File: config.mk
export PLATFORM = sky130hd
export DESIGN_NAME = pcap_store
export DESIGN_NICKNAME = d
export VERILOG_FILES = /design/src/rtl/pcap_pkg.sv /design/src/rtl/pcap_store.sv
export SDC_FILE = /design/constraint.sdc
export NUM_CORES = 2
export LEC_CHECK = 0
export BUFFER_PORTS_ARGS = -buffer_cell sky130_fd_sc_hd__clkbuf_2
export CAP_MARGIN = 20
export CELL_PAD_IN_SITES_DETAIL_PLACEMENT = 2
export CELL_PAD_IN_SITES_GLOBAL_PLACEMENT = 2
export CORE_MARGIN = 5
export CORE_UTILIZATION = 35
export CTS_CLUSTER_SIZE = 16
export DETAILED_ROUTE_END_ITERATION = 16
export GPL_TIMING_DRIVEN = 0
export PLACE_DENSITY_LB_ADDON = 0.1
export SLEW_MARGIN = 20
export SYNTH_ARGS = -nofsm -noshare
export SYNTH_HDL_FRONTEND = slang
export SYNTH_MEMORY_MAX_BITS = 65536
export SYNTH_SLANG_ARGS = --single-unit
File: constraint.sdc
create_clock -name clk_i -period 3.6 [get_ports clk_i]
set_input_delay 0.36 -clock clk_i [delete_from_list [all_inputs] [get_ports clk_i]]
set_output_delay 0.36 -clock clk_i [all_outputs]
set_load 0.01 [all_outputs]
File: src/rtl/pcap_pkg.sv
package pcap_pkg;

  // Field widths
  localparam int KIND_W  = 2;
  localparam int INDEX_W = 8;
  localparam int VALUE_W = 16;
  localparam int COMP_W  = 32;
  localparam int CIDX_W  = 3;

  // Beat layout
  localparam int S_TDATA_W = 24;  // index, value
  localparam int S_TUSER_W = KIND_W;
  localparam int M_TDATA_W = COMP_W;
  localparam int M_TUSER_W = CIDX_W;

  // Arithmetic
  localparam int DIFF_W = VALUE_W + 1;       // sample minus mean
  localparam int PROD_W = DIFF_W + VALUE_W;  // diff times Q1.15 basis
  localparam int ACC_W  = 40;
  localparam int FRAC_W = 15;

  // Configuration
  localparam int CFG_IDX_W = 1;
  localparam int VLEN_W    = 6;
  localparam int KDIMS_W   = 4;
  localparam int CFG_W     = VLEN_W;

  localparam logic [CFG_IDX_W-1:0] CFG_VECTOR_LEN = 1'b0;
  localparam logic [CFG_IDX_W-1:0] CFG_KEPT_DIMS  = 1'b1;

  localparam logic [VLEN_W-1:0]  VLEN_RST  = 6'd32;
  localparam logic [KDIMS_W-1:0] KDIMS_RST = 4'd8;

  // Parameter defaults
  localparam int VEC_MAX_DEF = 32;
  localparam int OUT_MAX_DEF = 8;

  typedef enum logic [KIND_W-1:0] {
    KIND_MEAN   = 2'd0,
    KIND_BASIS  = 2'd1,
    KIND_SAMPLE = 2'd2
  } kind_e;

  typedef enum logic [1:0] {
    ST_IDLE,
    ST_MAC,
    ST_DRAIN,
    ST_EMIT
  } state_e;

  // Sequencer to datapath controls
  typedef struct packed {
    logic wr_mean;
    logic wr_basis;
    logic load_val;
    logic issue;
    logic out_load;
    logic acc_clear;
  } ctl_t;

endpackage

File: src/rtl/pcap_store.sv
module pcap_store #(
  parameter int VEC_MAX = pcap_pkg::VEC_MAX_DEF,
  parameter int OUT_MAX = pcap_pkg::OUT_MAX_DEF,
  parameter int POS_W   = (VEC_MAX > 1) ? $clog2(VEC_MAX) : 1,
  parameter int ROW_W   = (OUT_MAX > 1) ? $clog2(OUT_MAX) : 1
) (
  input  logic                                clk_i,
  input  pcap_pkg::ctl_t                      ctl_i,
  input  logic [pcap_pkg::INDEX_W-1:0]        wr_index_i,
  input  logic [pcap_pkg::VALUE_W-1:0]        wr_value_i,
  input  logic [POS_W-1:0]                    pos_i,
  input  logic [ROW_W-1:0]                    row_i,
  output logic signed [pcap_pkg::VALUE_W-1:0] mean_o,
  output logic signed [pcap_pkg::VALUE_W-1:0] basis_o
);

  localparam int BAS_DEPTH = VEC_MAX * OUT_MAX;
  localparam int BAS_AW    = (BAS_DEPTH > 1) ? $clog2(BAS_DEPTH) : 1;

  logic [pcap_pkg::VALUE_W-1:0] mean_mem  [VEC_MAX];
  logic [pcap_pkg::VALUE_W-1:0] basis_mem [BAS_DEPTH];

  logic [BAS_AW-1:0] bas_raddr;

  // row-major: row * VEC_MAX + column
  assign bas_raddr = BAS_AW'(32'(row_i) * 32'(VEC_MAX) + 32'(pos_i));

  always_ff @(posedge clk_i) begin
    if (ctl_i.wr_mean) begin
      mean_mem[POS_W'(wr_index_i)] <= wr_value_i;
    end
    if (ctl_i.issue) begin
      mean_o <= mean_mem[pos_i];
    end
  end

  always_ff @(posedge clk_i) begin
    if (ctl_i.wr_basis) begin
      basis_mem[BAS_AW'(wr_index_i)] <= wr_value_i;
    end
    if (ctl_i.issue) begin
      basis_o <= basis_mem[bas_raddr];
    end
  end

endmodule

==> results.json <==
{
  "synth_area_sq_um": 179000,
  "path_max_fanout": 10,
  "numClockSinks": 4640,
  "worstSkewPairLatency_ns": 1.08,
  "worstPathArrival_ns": 4.63,
  "dp_slack_ns": -3.170,
  "drive_above_1_share": 0.3013,
  "yosysMostFrequentCell": "edfxtp_1",
  "grt_use_met1": 0.3864,
  "regToRegEndpoint": "basis_o[9]",
  "finalHoldViolations": 0,
  "gr-total-overflow": 0,
  "finClkSkew_ns": 0.04578,
  "grt_max_degree": 117,
  "start_kind": "primary input",
  "synth_edf_count": 4640,
  "yosys_most_used_dff": "edfxtp_1",
  "required_ns": 4.40,
  "synth_common_cells": "4640 x edfxtp_1, 1014 x mux4_2, 428 x mux2i_1",
  "gp_congestion": 0.9450,
  "setup.worst_path.class": "primary input to register",
  "first_pass_iters": 6,
  "clock-root-buffer": "clkbuf_16",
  "fin_nets": 9085,
  "hold_class": "primary input to register",
  "syn_nets": 8222,
  "fin_crit_ns": 3.828,
  "synthArstFlopShare": 0,
  "max_slew.worst_pin.slew_ns": 1.239,
  "reg2reg_from": "basis_mem[76][9]",
  "violations": "setup timing",
  "crit_family": "simple AND/OR/NAND/NOR gates",
  "cts.path.max_buffers": 4,
  "cp-endpoint": "basis_o[2]",
  "grtUsageTotal": 0.2805,
  "crit_chain": "clkbuf_2 -> clkbuf_1 -> nand4b_1 -> nor2_2 -> a32oi_1 -> nand4_1 -> nor3b_1 -> o211ai_1 -> buf_6 -> nor3_1",
  "ir_drop_mv": 0.5186,
  "die_x_microns": 725.2,
  "initial_core_util": 0.3515,
  "portBuffers": 63,
  "crit_path_start": "row_i[1]",
  "routed_wirelength_mm": 751.0,
  "ys_ff_latch": 4640,
  "synthDistinctLibCells": 60,
  "crit_slowest_cell": "nand4b_1",
  "fp-row-count": 262,
  "coreArea_sq_um": 509400,
  "drc_errors": 0,
  "cts_tree": "built",
  "drtAntennaViolNets": 0,
  "yosysTopAreaCellShare": 0.7782,
  "ys_warn_count": 0,
  "cp_num_buf_inv": 3,
  "ff2ff_path_depth": 6,
  "syn_avg_cell_area_sq_um": 21.88,
  "rsz0062_at_grt": "true",
  "detailedRoute.firstIterationViolations": 14170,
  "cts_max_level": 6,
  "syn_inst": 8183,
  "whs_ns": 0.1680,
  "clk_pin_slew_ns": 0.06,
  "relSlewSlack": 0.1529,
  "vias": 97500,
  "area_delta_synth_final_pct": 19.05,
  "num_io_pins": 71,
  "grt.busiest_layer": "met2",
  "vias_per_cell": 6.012,
  "post-route-period-util": 1.063,
  "end_kind": "register",
  "gr-usage-met3": 0.06245,
  "grt_pass1_vias": 99870,
  "cp_num_cells": 10,
  "grt_pass1_wl_mm": 981.6,
  "fmax_ghz": 0.2613,
  "synth_top_area_cell": "edfxtp_1",
  "reg2reg_slack_ns": -0.07,
  "globalRouteMet2Util": 0.4287,
  "status": "complete, but fails checks",
  "antenna_found_initial": 97,
  "slowest_delay_ns": 0.94,
  "drv_cap": 0,
  "p_per_area_nw_per_um2": 568.5,
  "dpl.hpwl_mm": 528.3,
  "die_height_microns": 725.2,
  "layout_setup_ws_ns": -0.2275,
  "p_leak_nw": 66.33,
  "wl_per_cell_microns": 46.31,
  "cts_made_buffers": 540,
  "final_max_slew_viol_count": 0,
  "yosysSeqAreaShare": 0.7782,
  "synth_area_leaders": "edfxtp_1 78%, mux4_2 13%, mux2i_1 2.4%, nor2_1 0.71%, o221ai_1 0.70%",
  "setup_viol": 15,
  "dieArea_sq_um": 526000
}
==> state kept, by name, summed over array words and instances (netlist names) <==
register / count
basis_mem: 4096
mean_o: 16
basis_o: 16
mean_mem: 512
==> through the flow <==
stage               utilization  instances  area, sq um   TNS [ns]  power (mW)
floorplan                     -       8183       179000          0       63.81
global placement         0.3686      14980       187800          -       68.61
detailed placement       0.3828      15220       195000   -1266.44       68.81
CTS                      0.4176      16200       212700  -0.007728       121.8
global route             0.4183      16200       213100    -0.1010       124.4
finish                   0.4184      16220       213100     -1.890       121.2
==> routing by layer <==
metal,part of all wire,vias up
met2,0.45,4808
met4,0.054,18
met3,0.087,1183
li1,-,36700
met5,0.00016,-
met1,0.41,54790
==> kinds of logic (layout without fill, tap and decap cells) <==
kind of cell	count (synthesis)	after routing	share of synthesized area
DFF	4640	4640	0.7782
muxes	1491	1491	0.1557
and+or+nand+nor	841	841	0.02083
AOI/OAI and AO/OA	716	716	0.02865
buffers and inverters	495	1772	0.01657
other	0	26	0
==> how the worst min path moves through the flow <==
stage / startpoint / to / slack (ns) / cells past startpoint
2_1_floorplan: wr_value_i[0] / basis_mem[0][0] / 0.46 / 0
3_3_place_gp: basis_o[8] / basis_o[8] / 0.79 / 1
3_5_place_dp: wr_value_i[3] / basis_mem[150][3] / 0.62 / 1
4_1_cts: wr_index_i[2] / mean_mem[3][0] / 0.06 / 3
5_1_grt: wr_index_i[2] / mean_mem[3][0] / 0.14 / 3
6_report: wr_value_i[10] / mean_mem[29][10] / 0.17 / 2
==> report_power, final <==
group	leakage (nW)	switching [mW]	internal [mW]	total, mW
combinational	16.4	5.88	2.33	8.21
sequential	41.7	0.0605	59.7	59.7
clock	8.16	23.0	30.3	53.2
total	66.3	28.9	92.3	121
==> layout make-up <==
type                    instances  area [sq um]
repair buffers                328          5543
flip-flops and latches       4640        139300
multi-input cells            3048         39220
diodes                         26         65.06
plain buffers                 485          3827
clock inverters               279          2437
clock buffers                 677         14280
inverters                       3         16.27
well taps                    6732          8423
fillers                     46480        296300
==> cells in the final DEF (no fill, tap or decap), types with 57 or more instances in the layout <==
cell / count
nor2_2: 64
buf_8: 62
buf_6: 113
a221oi_1: 57
buf_12: 97
buf_2: 65
clkbuf_2: 136
mux4_2: 1014
nand3_1: 101
clkbuf_1: 195
clkbuf_16: 552
buf_16: 89
a21oi_1: 100
clkinv_1: 131
mux2i_1: 418
edfxtp_1: 4640
nor3_1: 96
clkinv_2: 75
o221ai_1: 133
nor2_4: 232
buf_4: 89
o22ai_1: 129
nand2_1: 180
==> timing repair <==
action                                 CTS  global route
buffers inserted                         0             0
hold buffers                            19             0
gates resized for setup                265           103
setup endpoints to repair               32            14
pin swaps                                6             8
endpoints found under the hold margin  908             0
(Power assumes the default switching activity.)
