## config.mk

```make
export PLATFORM = sky130hd
export DESIGN_NAME = pcap_mac
export DESIGN_NICKNAME = d
export VERILOG_FILES = /design/src/rtl/pcap_pkg.sv /design/src/rtl/pcap_mac.sv
export SDC_FILE = /design/constraint.sdc
export NUM_CORES = 1
export LEC_CHECK = 0
export ABC_AREA = 1
export BUFFER_PORTS_ARGS = -buffer_cell sky130_fd_sc_hd__buf_4
export CORE_UTILIZATION = 45
export DETAILED_ROUTE_END_ITERATION = 10
export GPL_ROUTABILITY_DRIVEN = 0
export SLEW_MARGIN = 25
export SYNTH_ARGS = -nofsm -noshare
export SYNTH_HDL_FRONTEND = slang
export SYNTH_SLANG_ARGS = --single-unit
```

## constraint.sdc

```tcl
create_clock -name clk_i -period 6.2 [get_ports clk_i]
set_clock_uncertainty 0.15 [all_clocks]
set_input_delay 0 -clock clk_i [delete_from_list [all_inputs] [get_ports clk_i]]
set_output_delay 0 -clock clk_i [all_outputs]
set_load 0.02 [all_outputs]
```

## src/rtl/pcap_pkg.sv

```systemverilog
package pcap_pkg;

  // Field widths
  localparam int KIND_W  = 2;
  localparam int INDEX_W = 8;
  localparam int VALUE_W = 16;
  localparam int COMP_W  = 32;
  localparam int CIDX_W  = 3;

  // Beat layout
  localparam int S_TDATA_W = 24;  // index, value
  localparam int S_TUSER_W = KIND_W;
  localparam int M_TDATA_W = COMP_W;
  localparam int M_TUSER_W = CIDX_W;

  // Arithmetic
  localparam int DIFF_W = VALUE_W + 1;       // sample minus mean
  localparam int PROD_W = DIFF_W + VALUE_W;  // diff times Q1.15 basis
  localparam int ACC_W  = 40;
  localparam int FRAC_W = 15;

  // Configuration
  localparam int CFG_IDX_W = 1;
  localparam int VLEN_W    = 6;
  localparam int KDIMS_W   = 4;
  localparam int CFG_W     = VLEN_W;

  localparam logic [CFG_IDX_W-1:0] CFG_VECTOR_LEN = 1'b0;
  localparam logic [CFG_IDX_W-1:0] CFG_KEPT_DIMS  = 1'b1;

  localparam logic [VLEN_W-1:0]  VLEN_RST  = 6'd32;
  localparam logic [KDIMS_W-1:0] KDIMS_RST = 4'd8;

  // Parameter defaults
  localparam int VEC_MAX_DEF = 32;
  localparam int OUT_MAX_DEF = 8;

  typedef enum logic [KIND_W-1:0] {
    KIND_MEAN   = 2'd0,
    KIND_BASIS  = 2'd1,
    KIND_SAMPLE = 2'd2
  } kind_e;

  typedef enum logic [1:0] {
    ST_IDLE,
    ST_MAC,
    ST_DRAIN,
    ST_EMIT
  } state_e;

  // Sequencer to datapath controls
  typedef struct packed {
    logic wr_mean;
    logic wr_basis;
    logic load_val;
    logic issue;
    logic out_load;
    logic acc_clear;
  } ctl_t;

endpackage

```

## src/rtl/pcap_mac.sv

```systemverilog
module pcap_mac #(
  parameter int OUT_MAX = pcap_pkg::OUT_MAX_DEF,
  parameter int ROW_W   = (OUT_MAX > 1) ? $clog2(OUT_MAX) : 1
) (
  input  logic                                clk_i,
  input  logic                                rst_ni,
  input  pcap_pkg::ctl_t                      ctl_i,
  input  logic [pcap_pkg::VALUE_W-1:0]        value_i,
  input  logic [ROW_W-1:0]                    row_i,
  input  logic                                last_i,
  input  logic signed [pcap_pkg::VALUE_W-1:0] mean_i,
  input  logic signed [pcap_pkg::VALUE_W-1:0] basis_i,
  input  logic                                out_ready_i,
  output logic                                out_valid_o,
  output logic [pcap_pkg::COMP_W-1:0]         out_comp_o,
  output logic [pcap_pkg::CIDX_W-1:0]         out_cidx_o,
  output logic                                out_last_o,
  output logic                                out_free_o,
  output logic                                busy_o
);

  logic signed [pcap_pkg::VALUE_W-1:0] val_q;
  logic                                s1_vld_q, s2_vld_q;
  logic [ROW_W-1:0]                    s1_row_q, s2_row_q;
  logic signed [pcap_pkg::DIFF_W-1:0]  diff;
  logic signed [pcap_pkg::PROD_W-1:0]  prod_q;
  logic signed [pcap_pkg::ACC_W-1:0]   acc_q [OUT_MAX];
  logic signed [pcap_pkg::ACC_W-1:0]   acc_sh;
  logic                                out_valid_q, out_valid_d;
  logic [pcap_pkg::COMP_W-1:0]         comp_q;
  logic [pcap_pkg::CIDX_W-1:0]         cidx_q;
  logic                                last_q;

  always_ff @(posedge clk_i) begin
    if (ctl_i.load_val) begin
      val_q <= value_i;
    end
  end

  // stage 1: store data arrives, diff and multiply
  assign diff = pcap_pkg::DIFF_W'(val_q) - pcap_pkg::DIFF_W'(mean_i);

  always_ff @(posedge clk_i or negedge rst_ni) begin
    if (!rst_ni) begin
      s1_vld_q <= 1'b0;
      s2_vld_q <= 1'b0;
    end else begin
      s1_vld_q <= ctl_i.issue;
      s2_vld_q <= s1_vld_q;
    end
  end

  always_ff @(posedge clk_i) begin
    s1_row_q <= row_i;
    s2_row_q <= s1_row_q;
    prod_q   <= diff * basis_i;
  end

  // stage 2: accumulate, wraps mod 2^40
  always_ff @(posedge clk_i or negedge rst_ni) begin
    if (!rst_ni) begin
      for (int r = 0; r < OUT_MAX; r++) begin
        acc_q[r] <= '0;
      end
    end else if (ctl_i.acc_clear) begin
      for (int r = 0; r < OUT_MAX; r++) begin
        acc_q[r] <= '0;
      end
    end else if (s2_vld_q) begin
      acc_q[s2_row_q] <= acc_q[s2_row_q] + pcap_pkg::ACC_W'(prod_q);
    end
  end

  // floor shift leaves 25 significant bits, so truncating to 32 bits loses nothing
  assign acc_sh = acc_q[row_i] >>> pcap_pkg::FRAC_W;

  always_comb begin
    out_valid_d = out_valid_q;
    if (ctl_i.out_load) begin
      out_valid_d = 1'b1;
    end else if (out_ready_i) begin
      out_valid_d = 1'b0;
    end
  end

  always_ff @(posedge clk_i or negedge rst_ni) begin
    if (!rst_ni) begin
      out_valid_q <= 1'b0;
    end else begin
      out_valid_q <= out_valid_d;
    end
  end

  always_ff @(posedge clk_i) begin
    if (ctl_i.out_load) begin
      comp_q <= pcap_pkg::COMP_W'(acc_sh);
      cidx_q <= pcap_pkg::CIDX_W'(row_i);
      last_q <= last_i;
    end
  end

  assign out_valid_o = out_valid_q;
  assign out_comp_o  = comp_q;
  assign out_cidx_o  = cidx_q;
  assign out_last_o  = last_q;
  assign out_free_o  = !out_valid_q || out_ready_i;
  assign busy_o      = s1_vld_q || s2_vld_q;

endmodule

```

==> metrics.md <==
| Metric | Value |
|---|---|
| Worst Slack Setup Final | -0.5413 ns |
| Hold/Removal Path Class | input port to register |
| Drt first pass iters | 6 |
| Worst path max stage delay | 0.61 ns |
| Min cycle time layout | 6.741 ns |
| Reg2Reg Setup Slack | -0.54 ns |
| Unrepaired setup endpoints after global routing | yes |
| Avg Cell Area, Syn | 7.801 sq um |
| Cells after Synth | 4153 |
| Period utilization | 108.7% |
| Area of the die | 0.07307 sq mm |
| Max-slew violation count | 0 |
| Clk Latency, worst-skew pair | 0.63 ns |
| Critical path peak fanout | 4 |
| Post-Layout Cell Count | 5444 |
| CTS tree | built |
| First-pass GRT wire length | 174800 microns |
| DR DRC count | 0 |
| Remaining antenna violation count | 0 |
| Initial DRC Count | 2862 |
| Max-cap check violation count | 0 |
| Max frequency | 148.3 MHz |
| Largest net degree at the start of global routing | 171 |
| Chip Height | 270.3 microns |
| Layout area overhead | 21.07% |
| Via count | 30120 |
| Post-layout util | 54.96% |
| Final hold violation count | 0 |
| Synth warnings | 0 |
| # IOs | 100 |
| Register area share after synthesis | 31.53% |
| Failing checks | negative setup slack |
| Slew headroom | 22.34% |
| Critical Path End | prod_q[32]$_DFF_P_ |
| Critical path class | register to register |
| Horiz. Die Dim | 270.3 microns |
| CTS buffer count | 47 |
| R2R Path End | prod_q[32]$_DFF_P_ |
| # diodes | 0 |
| Worst Path Arrival | 7.06 ns |
| WL final | 113000 microns |
| Crit end category | register |
| Clock sinks | 407 |
| FF-to-FF path depth | 33 |
| Outcome | complete, but fails checks |
| Ys async rst share | 79.36% |
| Vias per cell | 5.533 |
| Worst path most repeated cell | fa_1 |
| Number of global-route vias before repair | 30271 |
| Number of flops mapped to enable cells by yosys | 45 |
| Initial Utilization | 45.40% |
| Post-Route Setup TNS | -8.492 ns |
| Wire per inst | 20.75 microns |
| Max clock buf depth | 3 |
| Total gr overflow | 0 |
| Clock transition at path regs | 0.06 ns |
| Syn_nets | 4631 |
| HPWL after DPL | 79260 microns |
| Final instance area | 0.03922 sq mm |
| Worst R2R Start | val_q[0]$_DFFE_PP_ |
| Cells after DPL | 5278 |
| Critical Path Slowest Stage Cell | fa_2 |
| Post-Syn Area | 0.03240 sq mm |
| Data required, critical path | 6.51 ns |
| Least-Margin Pin Slew | 1.163 ns |
| Setup violators final | 21 |
| Synth Register Bits | 407 |
| GR Util All Layers | 30.93% |
| CTS root buffer | clkbuf_16 |
| Startpoint types | register |
| Rows | 98 |
| Share of cells above drive strength 1 | 16.73% |
| Initial antenna violation count | 1 |
| CORE AREA | 0.07136 sq mm |
| Cell variety after synth | 45 |
| Number of I/O port buffers | 97 |
| Net count, final | 4935 |
| Commonest register cell after synthesis | dfrtp_1 |
| Setup crit start | val_q[0]$_DFFE_PP_ |
| # H-tree levels | 2 |
| Placed inst area | 0.03583 sq mm |
worst max-delay path, delay by kind of cell, from the launching register on:
family,cells,cell delay (ns)
AOI/OAI and AO/OA,3,0.51
adders and majority gates,9,3.71
buffers and inverters,8,0.67
DFF,1,0.37
and+or+nand+nor,13,1.17
per-stage QoR:
stage,setup slack [ns],hold WS (ns)
after floorplan,-0.05319,-0.4456
after global placement,-0.6223,-0.1133
after detailed placement,-0.6336,-0.1119
after CTS,-0.4733,0.02779
after global routing,-0.8044,0.09551
final,-0.5413,0.09406
cells by family (layout without fill, tap and decap cells):
logic type               Yosys count  after routing  share of synthesized area, %
flip-flops                       407            407                         31.53
adder cells (fa/ha/maj)          417            417                         22.55
AO/OA/AOI/OAI                    644            644                         11.76
AND/OR/NAND/NOR                 1766           1766                         22.40
buffers and inverters            871           1212                         10.37
XOR/XNOR                          48             48                         1.390
final cells by class:
class | count | area [sq um]
repair buffers | 406 | 3410
clock buffers | 67 | 1303
well taps | 950 | 1189
multi-input cells | 2875 | 20190
inverters | 720 | 2724
flip-flops and latches | 407 | 10210
clock inverters | 19 | 187.7
fillers | 6758 | 32140
cell usage after synthesis (45+ instances only):
cell | n | area [sq um]
dfrtp_1 | 323 | 8083
nand2_1 | 1075 | 4035
buf_2 | 51 | 255.2
fa_1 | 278 | 5565
o21ai_0 | 224 | 1121
edfxtp_1 | 45 | 1351
nand3_1 | 266 | 1331
inv_1 | 688 | 2582
clkbuf_1 | 85 | 319.1
ha_1 | 139 | 1739
nor2_1 | 337 | 1265
a21oi_1 | 133 | 665.6
o22ai_1 | 104 | 650.6
per-layer routing:
metal  GRT usage, %  share of wire, %  vias up
met2          52.03                47     1433
met3          4.125               7.9      327
li1               -                 -    13837
met1          39.73                40    14521
met4          13.83               4.9        2
met5              0            0.0089        -
what timing repair did:
item / CTS / global route
hold buffers: 49 / 1
cloned: 0 / 0
gates resized for setup: 151 / 151
hold endpoints to repair: 198 / 1
setup endpoints to repair: 24 / 25
buffers inserted: 14 / 14
pin swaps: 54 / 76
state kept, by name, indices dropped and copies added, names as in the netlist:
| register | cells |
|---|---|
| acc_q | 320 |
| prod_q | 33 |
| out_comp_o | 25 |
| val_q | 16 |
| out_cidx_o | 3 |
| s1_row_q | 3 |
| s2_row_q | 3 |
| out_last_o | 1 |
| out_valid_o | 1 |
| s1_vld_q | 1 |
| s2_vld_q | 1 |
worst min path at each step:
stage,end,startpoint,cells after the start
finish,s1_row_q[2]$_DFF_P_,row_i[2],2
detailed placement,acc_q[197]$_DFFE_PN0P_,rst_ni,1
global placement,acc_q[197]$_DFFE_PN0P_,rst_ni,1
floorplan,acc_q[0]$_DFFE_PN0P_,rst_ni,0
global route,s1_row_q[2]$_DFF_P_,row_i[2],2
CTS,prod_q[1]$_DFF_P_,mean_i[0],4
cell usage in the layout, fill, tap and decap left out, types with 48 or more instances in the layout:
cell type	n
nand2_1	1015
inv_1	649
buf_4	324
dfrtp_1	323
nor2_1	293
nand3_1	260
fa_1	259
o21ai_0	207
ha_1	112
o22ai_1	104
a21oi_1	97
inv_2	59
dlygate4sd3_1	49
clkbuf_16	48
Power is left out: the tool's default activity adds up to more than one toggle a clock period on the data nets, which glitch-free logic cannot reach.
