[config.mk]
export PLATFORM = sky130hd
export DESIGN_NAME = pcap_ctrl
export DESIGN_NICKNAME = d
export VERILOG_FILES = /design/src/rtl/pcap_pkg.sv /design/src/rtl/pcap_ctrl.sv
export SDC_FILE = /design/constraint.sdc
export NUM_CORES = 1
export LEC_CHECK = 0
export ABC_AREA = 1
export CORE_MARGIN = 2
export CORE_UTILIZATION = 52
export DETAILED_ROUTE_END_ITERATION = 8
export DONT_BUFFER_PORTS = 1
export PLACE_DENSITY = 0.67
export SYNTH_ARGS = -nofsm -noshare
export SYNTH_HDL_FRONTEND = slang
export SYNTH_SLANG_ARGS = --single-unit
[constraint.sdc]
create_clock -name clk_i -period 3.15 [get_ports clk_i]
set_input_delay 0.1575 -clock clk_i [delete_from_list [all_inputs] [get_ports clk_i]]
set_output_delay 0.1575 -clock clk_i [all_outputs]
set_load 0.005 [all_outputs]
[src/rtl/pcap_pkg.sv]
package pcap_pkg;

  // Field widths
  localparam int KIND_W  = 2;
  localparam int INDEX_W = 8;
  localparam int VALUE_W = 16;
  localparam int COMP_W  = 32;
  localparam int CIDX_W  = 3;

  // Beat layout
  localparam int S_TDATA_W = 24;  // index, value
  localparam int S_TUSER_W = KIND_W;
  localparam int M_TDATA_W = COMP_W;
  localparam int M_TUSER_W = CIDX_W;

  // Arithmetic
  localparam int DIFF_W = VALUE_W + 1;       // sample minus mean
  localparam int PROD_W = DIFF_W + VALUE_W;  // diff times Q1.15 basis
  localparam int ACC_W  = 40;
  localparam int FRAC_W = 15;

  // Configuration
  localparam int CFG_IDX_W = 1;
  localparam int VLEN_W    = 6;
  localparam int KDIMS_W   = 4;
  localparam int CFG_W     = VLEN_W;

  localparam logic [CFG_IDX_W-1:0] CFG_VECTOR_LEN = 1'b0;
  localparam logic [CFG_IDX_W-1:0] CFG_KEPT_DIMS  = 1'b1;

  localparam logic [VLEN_W-1:0]  VLEN_RST  = 6'd32;
  localparam logic [KDIMS_W-1:0] KDIMS_RST = 4'd8;

  // Parameter defaults
  localparam int VEC_MAX_DEF = 32;
  localparam int OUT_MAX_DEF = 8;

  typedef enum logic [KIND_W-1:0] {
    KIND_MEAN   = 2'd0,
    KIND_BASIS  = 2'd1,
    KIND_SAMPLE = 2'd2
  } kind_e;

  typedef enum logic [1:0] {
    ST_IDLE,
    ST_MAC,
    ST_DRAIN,
    ST_EMIT
  } state_e;

  // Sequencer to datapath controls
  typedef struct packed {
    logic wr_mean;
    logic wr_basis;
    logic load_val;
    logic issue;
    logic out_load;
    logic acc_clear;
  } ctl_t;

endpackage

[src/rtl/pcap_ctrl.sv]
module pcap_ctrl #(
  parameter int VEC_MAX = pcap_pkg::VEC_MAX_DEF,
  parameter int OUT_MAX = pcap_pkg::OUT_MAX_DEF,
  parameter int POS_W   = (VEC_MAX > 1) ? $clog2(VEC_MAX) : 1,
  parameter int ROW_W   = (OUT_MAX > 1) ? $clog2(OUT_MAX) : 1
) (
  input  logic                            clk_i,
  input  logic                            rst_ni,
  input  logic                            cfg_we_i,
  input  logic [pcap_pkg::CFG_IDX_W-1:0]  cfg_index_i,
  input  logic [pcap_pkg::CFG_W-1:0]      cfg_wdata_i,
  input  logic                            in_valid_i,
  input  logic [pcap_pkg::KIND_W-1:0]     in_kind_i,
  input  logic [pcap_pkg::INDEX_W-1:0]    in_index_i,
  output logic                            in_ready_o,
  input  logic                            out_free_i,
  input  logic                            busy_i,
  output pcap_pkg::ctl_t                  ctl_o,
  output logic [POS_W-1:0]                pos_o,
  output logic [ROW_W-1:0]                row_o,
  output logic                            last_o
);

  pcap_pkg::state_e            state_q, state_d;
  logic [ROW_W-1:0]            row_q, row_d;
  logic [POS_W-1:0]            pos_q, pos_d;
  logic                        end_q, end_d;
  logic [pcap_pkg::VLEN_W-1:0]  vlen_q;
  logic [pcap_pkg::KDIMS_W-1:0] kept_q;
  logic [ROW_W-1:0]            kd_m1;
  logic [31:0]                 len_eff;
  logic                        accept;

  always_ff @(posedge clk_i or negedge rst_ni) begin
    if (!rst_ni) begin
      vlen_q <= pcap_pkg::VLEN_RST;
      kept_q <= pcap_pkg::KDIMS_RST;
    end else if (cfg_we_i) begin
      case (cfg_index_i)
        pcap_pkg::CFG_VECTOR_LEN: vlen_q <= cfg_wdata_i[pcap_pkg::VLEN_W-1:0];
        pcap_pkg::CFG_KEPT_DIMS:  kept_q <= cfg_wdata_i[pcap_pkg::KDIMS_W-1:0];
        default: ;
      endcase
    end
  end

  // clamp registers into 1..VEC_MAX and 1..OUT_MAX
  always_comb begin
    if (vlen_q == '0) begin
      len_eff = 32'd1;
    end else if (32'(vlen_q) > 32'(VEC_MAX)) begin
      len_eff = 32'(VEC_MAX);
    end else begin
      len_eff = 32'(vlen_q);
    end
    if (kept_q == '0) begin
      kd_m1 = '0;
    end else if (32'(kept_q) > 32'(OUT_MAX)) begin
      kd_m1 = ROW_W'(OUT_MAX - 1);
    end else begin
      kd_m1 = ROW_W'(kept_q - 1'b1);
    end
  end

  // ready is high only in idle
  assign accept = in_valid_i && (state_q == pcap_pkg::ST_IDLE);

  always_comb begin
    state_d    = state_q;
    row_d      = row_q;
    pos_d      = pos_q;
    end_d      = end_q;
    ctl_o      = '0;
    in_ready_o = 1'b0;
    case (state_q)
      pcap_pkg::ST_IDLE: begin
        in_ready_o = 1'b1;
        if (accept) begin
          case (pcap_pkg::kind_e'(in_kind_i))
            pcap_pkg::KIND_MEAN: begin
              ctl_o.wr_mean = 32'(in_index_i) < 32'(VEC_MAX);
            end
            pcap_pkg::KIND_BASIS: begin
              ctl_o.wr_basis = 32'(in_index_i) < 32'(VEC_MAX * OUT_MAX);
            end
            pcap_pkg::KIND_SAMPLE: begin
              ctl_o.load_val = 1'b1;
              row_d          = '0;
              end_d          = (32'(pos_q) + 32'd1) >= len_eff;
              state_d        = pcap_pkg::ST_MAC;
            end
            default: ;
          endcase
        end
      end
      pcap_pkg::ST_MAC: begin
        ctl_o.issue = 1'b1;
        if (row_q == kd_m1) begin
          state_d = pcap_pkg::ST_DRAIN;
        end else begin
          row_d = row_q + 1'b1;
        end
      end
      pcap_pkg::ST_DRAIN: begin
        if (!busy_i) begin
          row_d = '0;
          if (end_q) begin
            state_d = pcap_pkg::ST_EMIT;
          end else begin
            pos_d   = pos_q + 1'b1;
            state_d = pcap_pkg::ST_IDLE;
          end
        end
      end
      pcap_pkg::ST_EMIT: begin
        if (out_free_i) begin
          ctl_o.out_load = 1'b1;
          if (row_q == kd_m1) begin
            ctl_o.acc_clear = 1'b1;
            pos_d           = '0;
            state_d         = pcap_pkg::ST_IDLE;
          end else begin
            row_d = row_q + 1'b1;
          end
        end
      end
      default: state_d = pcap_pkg::ST_IDLE;
    endcase
  end

  always_ff @(posedge clk_i or negedge rst_ni) begin
    if (!rst_ni) begin
      state_q <= pcap_pkg::ST_IDLE;
      row_q   <= '0;
      pos_q   <= '0;
      end_q   <= 1'b0;
    end else begin
      state_q <= state_d;
      row_q   <= row_d;
      pos_q   <= pos_d;
      end_q   <= end_d;
    end
  end

  assign pos_o  = pos_q;
  assign row_o  = row_q;
  assign last_o = row_q == kd_m1;

endmodule

==> summary.txt <==
Timing
  • Relative slew slack: 0.377
  • Worst Tran Pin Value: 931 ps
  • FMAX: 469 MHz
  • Tcrit/Tclk final: 0.677
  • Final min period: 2130 ps
  • Hold Vio Cnt, Final: 0
  • Final max-slew violation count: 0
  • Clock Skew: 8.11 ps
  • RSZ-0062 raised after global routing: no
  • Final setup violation count: 0
  • Post-Route Setup TNS: 0 ps

Final layout
  • # diodes: 0
  • Area of the multi-input gates: 754 µm²
  • Most frequent cells in the layout: nand2_1, inv_1, dfrtp_1, nand3_1, o21ai_0
  • Fillcell total: 251
  • Most common cell after layout, fill and taps aside: nand2_1
  • Finished Layout Cells: 227
  • Nets@finish: 230
  • Area Growth Syn to Fin: 7.12%
  • Sequential Area: 528 µm²
  • Layout cell share with drive strength beyond 1: 0.102

Detailed routing
  • 1st-pass router iterations: 4
  • Routed WL: 2660 µm
  • Vias: 1167
  • Wire per inst: 11.7 µm
  • Initial DRC Count: 19
  • Remaining antenna violation count: 0
  • Vias per std cell: 5.14
  • Drt drc: 0

Synth
  • Net Count, Synth: 222
  • Synth Flop Type: dfrtp_1
  • Flops & latches, synth: 21
  • Number of flops mapped to enable cells by yosys: 0
  • Synth warn: 0
  • Mapped Area: 1410 µm²
  • Register area share after synthesis: 0.375
  • Synthesized instance count: 190
  • Average cell area after synthesis: 7.40 µm²
  • Netlist cell types: 27
  • Asr flop ratio synth: 1.00

Floorplan
  • DIE WIDTH: 56.0 µm
  • Die height: 56.0 µm
  • Core Area: 2520 µm²
  • Num rows: 18
  • Io pins: 39
  • DIE AREA: 3140 µm²
  • Starting Density: 0.558

Worst setup path
  • CP Max Fanout: 6
  • Worst path bufs/invs: 2
  • Worst Setup End Kind: register
  • Setup slack, reg-to-reg: 1020 ps
  • CP most frequent cell: nand2_1
  • Slowest stage delay, CP: 480 ps
  • Worst setup path class: register to register
  • CP required: 3390 ps
  • CP cell instances: ha_1 > nand2_1 > inv_1 > nand2_1 > xor2_1 > inv_1 > ha_1 > nand2_1 > o311ai_0 > nand2_1 > o21ai_0
  • Critical Path AT: 2370 ps
  • Critical-path cell with the highest stage delay: dfrtp_1
  • Startpoint Class: register
  • Critical path's top delay family: adder cells

Global route
  • Global-route wire length before repair: 4480 µm
  • Gr ovfl total: 0
  • Initial antenna violation count: 0
  • Largest net degree at the start of global routing: 22
  • Number of global-route vias before repair: 1116
  • All-layer global routing usage: 0.174

Min path
  • Hold crit path type: input pin to register

CTS
  • CTS tree: done
  • Post-CTS resize count: 0
  • Clk sinks: 21
  • Clock slew at reported path FFs: 120 ps
  • CTS H-tree lvls: 1
  • Clock tree buffer depth: 2
  • Root Driver: clkbuf_4
  • CTS Hold Bufs: 5
  • Clk Latency, worst-skew pair: 310 ps
  • Cts bufs inserted: 3
  • Setup Buffers After CTS: 0

Run status
  • Status: finished clean

Pwr
  • Leakage: 0.000843 µW
  • Clock network power share: 0.120
  • Psw: 521 µW
  • Net Sw Frac: 0.472
  • Sequential share of power: 0.397
  • Int Power: 583 µW
  • Power density cells: 733 nW/µm²
  • Combinational power share: 0.484
  • VDD IR max: 0.451 mV

Placed design
  • Dpl cells: 218
  • Gpl congestion: 0.787
  • Port Buffer Count: 0
  • Hpwl dp: 2100 µm

Run
  • # Max-Cap Violations: 0
==> synth_stat cells, types with 2 or more instances <==
cell	number	area share
xor2_1	4	0.025
o21ai_0	13	0.046
nor3_1	4	0.014
dfrtp_1	19	0.34
nand3_1	14	0.050
inv_1	25	0.067
nor2_1	12	0.032
ha_1	9	0.080
nand2_4	2	0.016
nand2_2	3	0.013
nand4_1	3	0.013
nand2_1	60	0.16
a21oi_1	4	0.014
dfstp_2	2	0.037
inv_2	4	0.011
==> cell families after synthesis <==
logic type	after synthesis	share of synthesized area
muxes	1	0.00801
AOI/OAI and AO/OA	19	0.0721
adders and majority gates	9	0.0801
xor gates and xnor gates	4	0.0249
buffers and inverters	31	0.0881
DFF	21	0.375
and+or+nand+nor	105	0.351
==> through the flow <==
| step | worst slack [ps] | hold WS [ps] | utilization | power (µW) | cell area, µm² |
|---|---|---|---|---|---|
| finish | 1020 | 6.42 | 0.597 | 1100 | 1510 |
| global route | 829 | 25.3 | 0.597 | 1210 | 1510 |
| CTS | 987 | 0.161 | 0.597 | 1110 | 1510 |
| detailed placement | 1020 | -138 | 0.566 | 966 | 1430 |
| global placement | 1130 | -138 | 0.566 | 941 | 1430 |
| floorplan | 1290 | -138 | - | 876 | 1410 |
==> final timing paths <==
kind,cells after the start,to,from
setup / recovery,11,end_q$_DFFE_PN0P_,pos_o[0]$_DFFE_PN0P_
hold / removal,2,kept_q[0]$_DFFE_PN0P_,cfg_wdata_i[0]
hold reg to reg,2,kept_q[1]$_DFFE_PN0P_,kept_q[1]$_DFFE_PN0P_
min in group asynchronous,1,pos_o[3]$_DFFE_PN0P_,rst_ni
max in group asynchronous,1,row_o[0]$_DFFE_PN0P_,rst_ni
setup reg to reg,11,end_q$_DFFE_PN0P_,pos_o[0]$_DFFE_PN0P_
==> power by group through the flow <==
stage | Sequential, µW | Combinational [µW] | Clock [µW]
2_1_floorplan | 403 | 472 | 0
3_3_place_gp | 440 | 500 | 0
3_5_place_dp | 444 | 523 | 0
4_1_cts | 437 | 536 | 137
5_1_grt | 451 | 615 | 146
6_report | 438 | 534 | 132
==> worst reg2reg max path: cells and delay by family, from the launching register on <==
family / cells / cell delay (ps)
adders and majority gates: 2 / 520
buffers and inverters: 2 / 120
AOI/OAI and AO/OA: 2 / 460
xor gates and xnor gates: 1 / 200
DFF: 1 / 480
and+or+nand+nor: 4 / 290
==> registers in the layout (all words and copies together) (netlist names) <==
signal and cells:
vlen_q 6, pos_o 5, kept_q 4, row_o 3, state_q 2, end_q 1
==> per-layer routing <==
layer,vias up,routed length [µm],global-route usage,part of all wire
met5,-,0,0,0
met4,0,15,0.0374,0.0056
met2,31,1320,0.311,0.49
li1,618,-,-,-
met1,516,1200,0.200,0.45
met3,2,127,0.0605,0.048
==> final cells by class <==
cell class | count | area share
timing repair buffer | 5 | 0.0332
tap | 30 | 0.0249
clock inverter | 1 | 0.00332
clock buffer | 3 | 0.0150
sequential | 21 | 0.350
inverter | 29 | 0.0723
multi-input combinational | 138 | 0.501
No activity file was read; power rests on OpenSTA's default activity.
